**config.mk**
```make
export PLATFORM = sky130hd
export DESIGN_NAME = tdsc_lane
export DESIGN_NICKNAME = d
export VERILOG_FILES = /design/src/tdsc_pkg.sv /design/src/tdsc_lane.sv
export SDC_FILE = /design/constraint.sdc
export NUM_CORES = 2
export LEC_CHECK = 0
export BUFFER_PORTS_ARGS = -buffer_cell sky130_fd_sc_hd__buf_2
export CORE_MARGIN = 5
export CORE_UTILIZATION = 35
export CTS_BUF_LIST = sky130_fd_sc_hd__clkbuf_16
export DETAILED_ROUTE_END_ITERATION = 16
export PLACE_DENSITY = 0.5
export SETUP_SLACK_MARGIN = 0.2
export SLEW_MARGIN = 5
export SYNTH_ARGS = -nofsm -noshare
export SYNTH_HDL_FRONTEND = slang
export SYNTH_SLANG_ARGS = --single-unit
export TNS_END_PERCENT = 30
```
**constraint.sdc**
```tcl
create_clock -name clk -period 11 [get_ports clk]
set_input_delay 2.2 -clock clk [delete_from_list [all_inputs] [get_ports clk]]
set_output_delay 2.2 -clock clk [all_outputs]
set_load 0.1 [all_outputs]
```
**src/tdsc_pkg.sv**
```systemverilog
`default_nettype none

package tdsc_pkg;

    // fixed point layout of the filter state
    localparam int FRAC_BITS  = 8;
    localparam int SAMPLE_W   = 16;
    localparam int FILT_W     = SAMPLE_W + FRAC_BITS;
    localparam int SQ_W       = 2 * FILT_W;
    localparam int WEIGHT_W   = 9;
    localparam int WEIGHT_ONE = 256;
    localparam int WEIGHT_SH  = 8;
    localparam int THR_W      = 15;
    localparam int TAN2_W     = 16;
    localparam int PROD_W     = TAN2_W + FILT_W;
    localparam int CMP_W      = TAN2_W + SQ_W;

    // configuration port
    localparam int CFG_IDX_W  = 3;
    localparam int CFG_DATA_W = 16;

    localparam logic [CFG_IDX_W-1:0] CFG_SMOOTHING_WEIGHT = 3'd0;
    localparam logic [CFG_IDX_W-1:0] CFG_TILT_LIMIT       = 3'd1;
    localparam logic [CFG_IDX_W-1:0] CFG_TAN2_HIGH        = 3'd2;
    localparam logic [CFG_IDX_W-1:0] CFG_TAN2_MID         = 3'd3;
    localparam logic [CFG_IDX_W-1:0] CFG_TAN2_LOW         = 3'd4;

    localparam logic [WEIGHT_W-1:0] RST_SMOOTHING_WEIGHT = 9'd128;
    localparam logic [THR_W-1:0]    RST_TILT_LIMIT       = 15'd1800;
    localparam logic [TAN2_W-1:0]   RST_TAN2_HIGH        = 16'd1932;
    localparam logic [TAN2_W-1:0]   RST_TAN2_MID         = 16'd256;
    localparam logic [TAN2_W-1:0]   RST_TAN2_LOW         = 16'd56;

    // direction codes
    localparam logic [2:0] DIR_NEUTRAL  = 3'd0;
    localparam logic [2:0] DIR_FORWARD  = 3'd1;
    localparam logic [2:0] DIR_BACKWARD = 3'd2;
    localparam logic [2:0] DIR_LEFT     = 3'd3;
    localparam logic [2:0] DIR_RIGHT    = 3'd4;

    // speed levels
    localparam logic [2:0] SPEED_NONE = 3'd0;
    localparam logic [2:0] SPEED_1    = 3'd1;
    localparam logic [2:0] SPEED_2    = 3'd2;
    localparam logic [2:0] SPEED_3    = 3'd3;
    localparam logic [2:0] SPEED_4    = 3'd4;

    typedef struct packed {
        logic signed [SAMPLE_W-1:0] accel_x;
        logic signed [SAMPLE_W-1:0] accel_y;
        logic signed [SAMPLE_W-1:0] accel_z;
    } tdsc_in_t;

    typedef struct packed {
        logic [2:0] direction;
        logic [2:0] speed;
    } tdsc_out_t;

    // step enables from the sequencer
    typedef struct packed {
        logic filt_en;
        logic sq_en;
        logic sel_en;
        logic mul_en;
    } tdsc_ctrl_t;

endpackage

`default_nettype wire

```
**src/tdsc_lane.sv**
```systemverilog
`default_nettype none

module tdsc_lane (
    input  wire logic                                clk,
    input  wire logic                                rst_n,
    input  wire tdsc_pkg::tdsc_ctrl_t                ctrl,
    input  wire logic [tdsc_pkg::WEIGHT_W-1:0]       weight,
    input  wire logic signed [tdsc_pkg::SAMPLE_W-1:0] sample,
    output logic signed [tdsc_pkg::FILT_W-1:0]       filt,
    output logic [tdsc_pkg::SQ_W-1:0]                sq
);

    localparam int PA_W  = tdsc_pkg::WEIGHT_W + 1 + tdsc_pkg::FILT_W;
    localparam int SUM_W = PA_W + 1;

    logic signed [tdsc_pkg::FILT_W-1:0]     filt_reg;
    logic signed [tdsc_pkg::FILT_W-1:0]     filt_next;
    logic [tdsc_pkg::SQ_W-1:0]              sq_reg;
    logic [tdsc_pkg::SQ_W-1:0]              sq_next;
    logic signed [tdsc_pkg::WEIGHT_W:0]     w_new;
    logic signed [tdsc_pkg::WEIGHT_W:0]     w_old;
    logic signed [tdsc_pkg::FILT_W-1:0]     xs;
    logic signed [PA_W-1:0]                 prod_new;
    logic signed [PA_W-1:0]                 prod_old;
    logic signed [SUM_W-1:0]                acc;
    logic [tdsc_pkg::FILT_W-1:0]            mag;

    // exponential filter, floor of acc / 256 by arithmetic shift
    always_comb
    begin
        w_new     = $signed({1'b0, weight});
        w_old     = $signed((tdsc_pkg::WEIGHT_W + 1)'(tdsc_pkg::WEIGHT_ONE))
                    - w_new;
        xs        = $signed({sample, {tdsc_pkg::FRAC_BITS{1'b0}}});
        prod_new  = PA_W'(w_new) * PA_W'(xs);
        prod_old  = PA_W'(w_old) * PA_W'(filt_reg);
        acc       = SUM_W'(prod_new) + SUM_W'(prod_old);
        filt_next = acc[tdsc_pkg::FILT_W + tdsc_pkg::WEIGHT_SH - 1 : tdsc_pkg::WEIGHT_SH];
    end

    // magnitude squared of the filtered value
    always_comb
    begin
        mag     = filt_reg[tdsc_pkg::FILT_W-1] ? $unsigned(-filt_reg) : $unsigned(filt_reg);
        sq_next = tdsc_pkg::SQ_W'(mag) * tdsc_pkg::SQ_W'(mag);
    end

    // filter state
    always_ff @(posedge clk or negedge rst_n)
    begin
        if (!rst_n)
        begin
            filt_reg <= '0;
        end
        else if (ctrl.filt_en)
        begin
            filt_reg <= filt_next;
        end
    end

    // square register
    always_ff @(posedge clk)
    begin
        if (ctrl.sq_en)
        begin
            sq_reg <= sq_next;
        end
    end

    assign filt = filt_reg;
    assign sq   = sq_reg;

endmodule

`default_nettype wire

```
# After elaboration in Yosys (flattened, before gate mapping)
# Index checks and enable logic that the tools add are counted.
word_totals:
  mem_bits_rw: 0
  regBits: 72
  latchBits: 0
  input_bits: 31
  output_inout_bits: 72
  mem_bits_ro: 0
  memories: 0
op_classes:
  div: 0
  order_cmp: 0
  n_eq_ne: 0
  mul: 3
  reduce_logical: 0
  n_bitwise: 0
  muxes: 1
  n_shift: 0
  n_addsub: 3
op_table:
  columns: ["operator", "count"]
  rows:
  - ["multiplier 24 x 24 -> 48 bit", 1]
  - ["adder 32 bit", 1]
  - ["multiplier 10 x 24 -> 32 bit", 1]
  - ["multiplier 10 x 16 -> 24 bit", 1]
  - ["two-way mux 24 bit", 1]
  - ["negation 24 bit", 1]
  - ["subtractor 9 x 9 -> 10 bit (first input constant)", 1]

# Logic depth before layout (Yosys ltp)
depth:
  depth_word: 3
  ltp_mapped: 38
  ltp_nobuf: 36

# Worst setup path before layout
# No wires, ideal clock.
synth_timing:
  kind: "input port to flip-flop"
  startpoint: "in weight[1] (netlist name)"
  endpoint: "reg filt_reg (netlist bit filt[23])"
  arrival_time_ns: 10.907
  path_stages: 38
  n_path_buf: 2
  slack_ns: -0.045
  cell_sequence: "clkbuf_1 -> clkbuf_1 -> nand2_1 -> fa_1 -> inv_1 -> fa_1 -> inv_1 -> fa_1 -> inv_1 -> fa_1 -> inv_1 -> fa_1 -> inv_1 -> ha_1 -> o21a_1 -> a21boi_1 -> o21ai_1 -> nand2_1 -> [... 2 more ...] -> xnor2_1 -> ha_1 -> fa_1 -> inv_1 -> fa_1 -> fa_1 -> inv_1 -> ha_1 -> nand4_1 -> or2_2 -> a311oi_1 -> a211oi_1 -> a311oi_1 -> a41oi_1 -> o21ai_0 -> xnor2_1 -> mux2i_1 -> a21oi_1"
synth_via:
  elab_chain_len: 3
synth_rtl:
  columns: ["item", "line_no", "rtl"]
  rows:
  - ["start: declaration", "tdsc_lane.sv:7", "input wire logic [tdsc_pkg::WEIGHT_W-1:0] weight,"]
  - ["subtractor 9 x 9 -> 10 bit", "tdsc_lane.sv:33", "- w_new;"]
  - ["multiplier 10 x 24 -> 32 bit", "tdsc_lane.sv:36", "prod_old = PA_W'(w_old) * PA_W'(filt_reg);"]
  - ["adder 32 bit *", "tdsc_lane.sv:37", "acc = SUM_W'(prod_new) + SUM_W'(prod_old);"]
  - ["end signal: assignment", "tdsc_lane.sv:57", "filt_reg <= filt_next;"]
  - ["end: declaration", "tdsc_lane.sv:16", "logic signed [tdsc_pkg::FILT_W-1:0] filt_reg;"]
# Every way passes the cells marked *; elsewhere a longest branch is shown, timed or not.
# A chain may end at the register's enable or synchronous reset.

# Final worst setup path
layout_timing:
  startpoint: "in weight[4] (netlist name)"
  endpoint: "reg filt_reg (netlist bit filt[23])"
# The elaborated chain is that of the path after synthesis.

==> flow_summary.toml <==
[status]
status = "complete, no violations"

[hold_path]
hold_path.class = "reg2reg"
whs_path_depth = 2
min_to = "filt[1]"
min_from = "filt[1]"

[critical_path]
cp-end-kind = "flip-flop"
crit_family = "adder cells"
r2r_cells = 28
cp_max_fo = 8
cp_slowest_cell = "fa_1"
cp-start-kind = "input pin"
worst-r2r-setup-slack_ns = 1.03
timing.rr.end = "sq[42]"
crit_required_ns = 11.24
critical_path_buf_inv_count = 6
max_stage_delay_ns = 0.55
rr_startpoint = "filt[16]"
worstSetupPathType = "in2reg"
arrival_ns = 10.67

[synth]
synth_area_um2 = 31700
yosysWarnings = 0
synthFlopType = "edfxtp_1"
synth.yosys.seq_area_share_pct = 6.35
synthCells = 3385
ys_types = 73
async_flop_share_pct = 33.8
syn_area_per_cell_um2 = 9.37
ys_ff_latch = 71
synth_edf_count = 47

[place]
placed_cells = 4700
pre_cts_ws_ns = -0.235
placed_area_um2 = 34400
hpwlAfterDp_um = 66000
io_buffer_count = 99
place.gp.congestion = 0.846

[floorplanning]
rows = 110
dieArea_um2 = 96700
ios = 103
dieWidth_um = 311
die_h_um = 311
core_area_um2 = 90000
initial_core_util_pct = 35.2

[clocking]
clock-sinks = 71
cts_buffer_depth = 2
numCtsBuffers = 9
cts_hold_buf = 0
cts_tree = "done"
clk_pin_slew_ns = 0.08
h-tree-depth = 3
cts-root-buf = "clkbuf_16"
clock_latency_ns = 0.39

[timing]
period_minus_slack_ns = 10.43
period_share_pct = 94.8
final_hold_viol_count = 0
drv_slew = 0
maxSlewHeadroom_pct = 26.8
timing.fmax_ghz = 0.0959
fin_ws_ns = 0.571
skew_ns = 0.0177
grt_setup_unrepaired = "no"
setup_violations = 0
worst_pin_slew_ns = 1.09

[grt]
grt_max_degree = 48
grt_pass1_vias = 24909
antenna_found_initial = 1
grt_pass1_wl_um = 135000
grtUsageTotal_pct = 17.4
grt_overflow = 0

[cells_and_area]
nNetsFinal = 4617
largest_register_ffs = 47
fillers = 9313
drive_above_1_share_pct = 9.93
area_growth_pct = 10.0
design_area_um2 = 34900
layoutNonFillerInstCount = 4722

[run]
maxCapViolCount = 0

[detailed_routing]
vias = 22114
drtIter0Drc = 859
drc_errors = 0
routed_wl_um = 79700
firstDrtPassIters = 4
viasPerCell = 4.68
wl_per_cell_um = 16.9
postRouteAntennaNets = 0
-- cells in the final DEF, fill, tap and decap left out, types with 5 or more instances in the layout --
cell type	instances
a21oi_1	63
ha_1	291
buf_6	5
o21bai_1	8
o31ai_1	8
xnor2_1	85
nand4_1	9
o21ai_0	34
and3_1	9
and2_1	188
nand2_1	357
edfxtp_1	47
a211o_1	5
a21o_1	30
a211oi_1	9
xnor2_2	11
inv_1	891
or2_2	24
or4_1	6
dfrtp_1	24
conb_1	18
clkbuf_16	9
o21a_1	17
xor2_1	41
buf_4	141
nor2b_1	14
o211ai_1	7
nand3_1	15
fa_1	749
nand2b_1	11
nor3_1	18
nor2_1	179
buf_2	92
mux2_2	20
or3_1	6
inv_2	10
-- layer usage --
metal | global-route usage (%) | vias up | part of all wire (%) | wire (um)
met5 | 0 | - | 0 | 0
met4 | 2.65 | 0 | 1.5 | 1160
met3 | 2.80 | 57 | 4.5 | 3580
met2 | 30.6 | 330 | 49 | 39300
met1 | 23.2 | 11444 | 45 | 35700
li1 | - | 10283 | - | -
-- cells in the mapped netlist (30+ instances only) --
| library cell | n | area (um^2) |
|---|---|---|
| o21ai_0 | 37 | 185 |
| ha_1 | 294 | 3680 |
| inv_1 | 893 | 3350 |
| xnor2_1 | 94 | 823 |
| a21oi_1 | 65 | 325 |
| nand2_1 | 359 | 1350 |
| a21o_1 | 30 | 225 |
| and2_1 | 189 | 1180 |
| xor2_1 | 41 | 359 |
| edfxtp_1 | 47 | 1410 |
| nor2_1 | 179 | 672 |
| fa_1 | 753 | 15100 |
| clkbuf_1 | 93 | 349 |
-- kinds of logic after synthesis --
| kind of cell | after synthesis | synth area share, % |
|---|---|---|
| compound gates | 229 | 4.83 |
| xor+xnor | 139 | 3.93 |
| fa+ha+maj | 1047 | 59.1 |
| buf+inv | 1015 | 12.1 |
| flops | 71 | 6.35 |
| mux | 23 | 0.805 |
| other cells | 2 | 0.0237 |
| simple gates | 859 | 12.8 |
-- final cells by class --
class / count / area (um^2) / share of cell area, %
timing repair buffer: 239 / 1590 / 4.56
sequential: 71 / 2010 / 5.77
clock inverter: 7 / 73.8 / 0.212
tap: 1176 / 1470 / 4.22
inverter: 903 / 3390 / 9.72
multi-input combinational: 2315 / 26100 / 74.9
clock buffer: 9 / 225 / 0.646
antenna: 2 / 5.00 / 0.0143
-- worst max path at each step --
stage / end / startpoint / slack (ns) / depth (start not counted)
2_1_floorplan: filt[23] / weight[3] / 0.21 / 38
3_3_place_gp: filt[23] / weight[1] / -0.21 / 38
3_5_place_dp: filt[23] / weight[1] / -0.24 / 38
4_1_cts: filt[23] / sample[7] / 0.20 / 38
5_1_grt: filt[22] / weight[6] / 0.15 / 36
6_report: filt[23] / weight[4] / 0.57 / 37
-- what timing repair did --
| action | 4_1_cts | 5_1_grt |
|---|---|---|
| setup endpoints to repair | 1 | 5 |
| setup buffers | 0 | 4 |
| gates resized for setup | 3 | 47 |
| pin swaps | 1 | 29 |
| gates cloned | 0 | 0 |
-- stage by stage --
step / hold WS, ns / utilization (%) / setup TNS [ns]
global route: 0.791 / 38.8 / 0
global placement: 0.682 / 38.2 / -0.282
floorplan: 0.446 / - / 0
CTS: 0.748 / 38.5 / 0
finish: 0.723 / 38.8 / 0
detailed placement: 0.735 / 38.2 / -0.304
-- worst min-delay path: stages, from the launching register on --
cell     delay [ns]
dfrtp_1        0.36
inv_1          0.12
o21ai_0        0.20
Power is left out: the tool's default activity adds up to more than one toggle a clock period on the data nets, which glitch-free logic cannot reach.
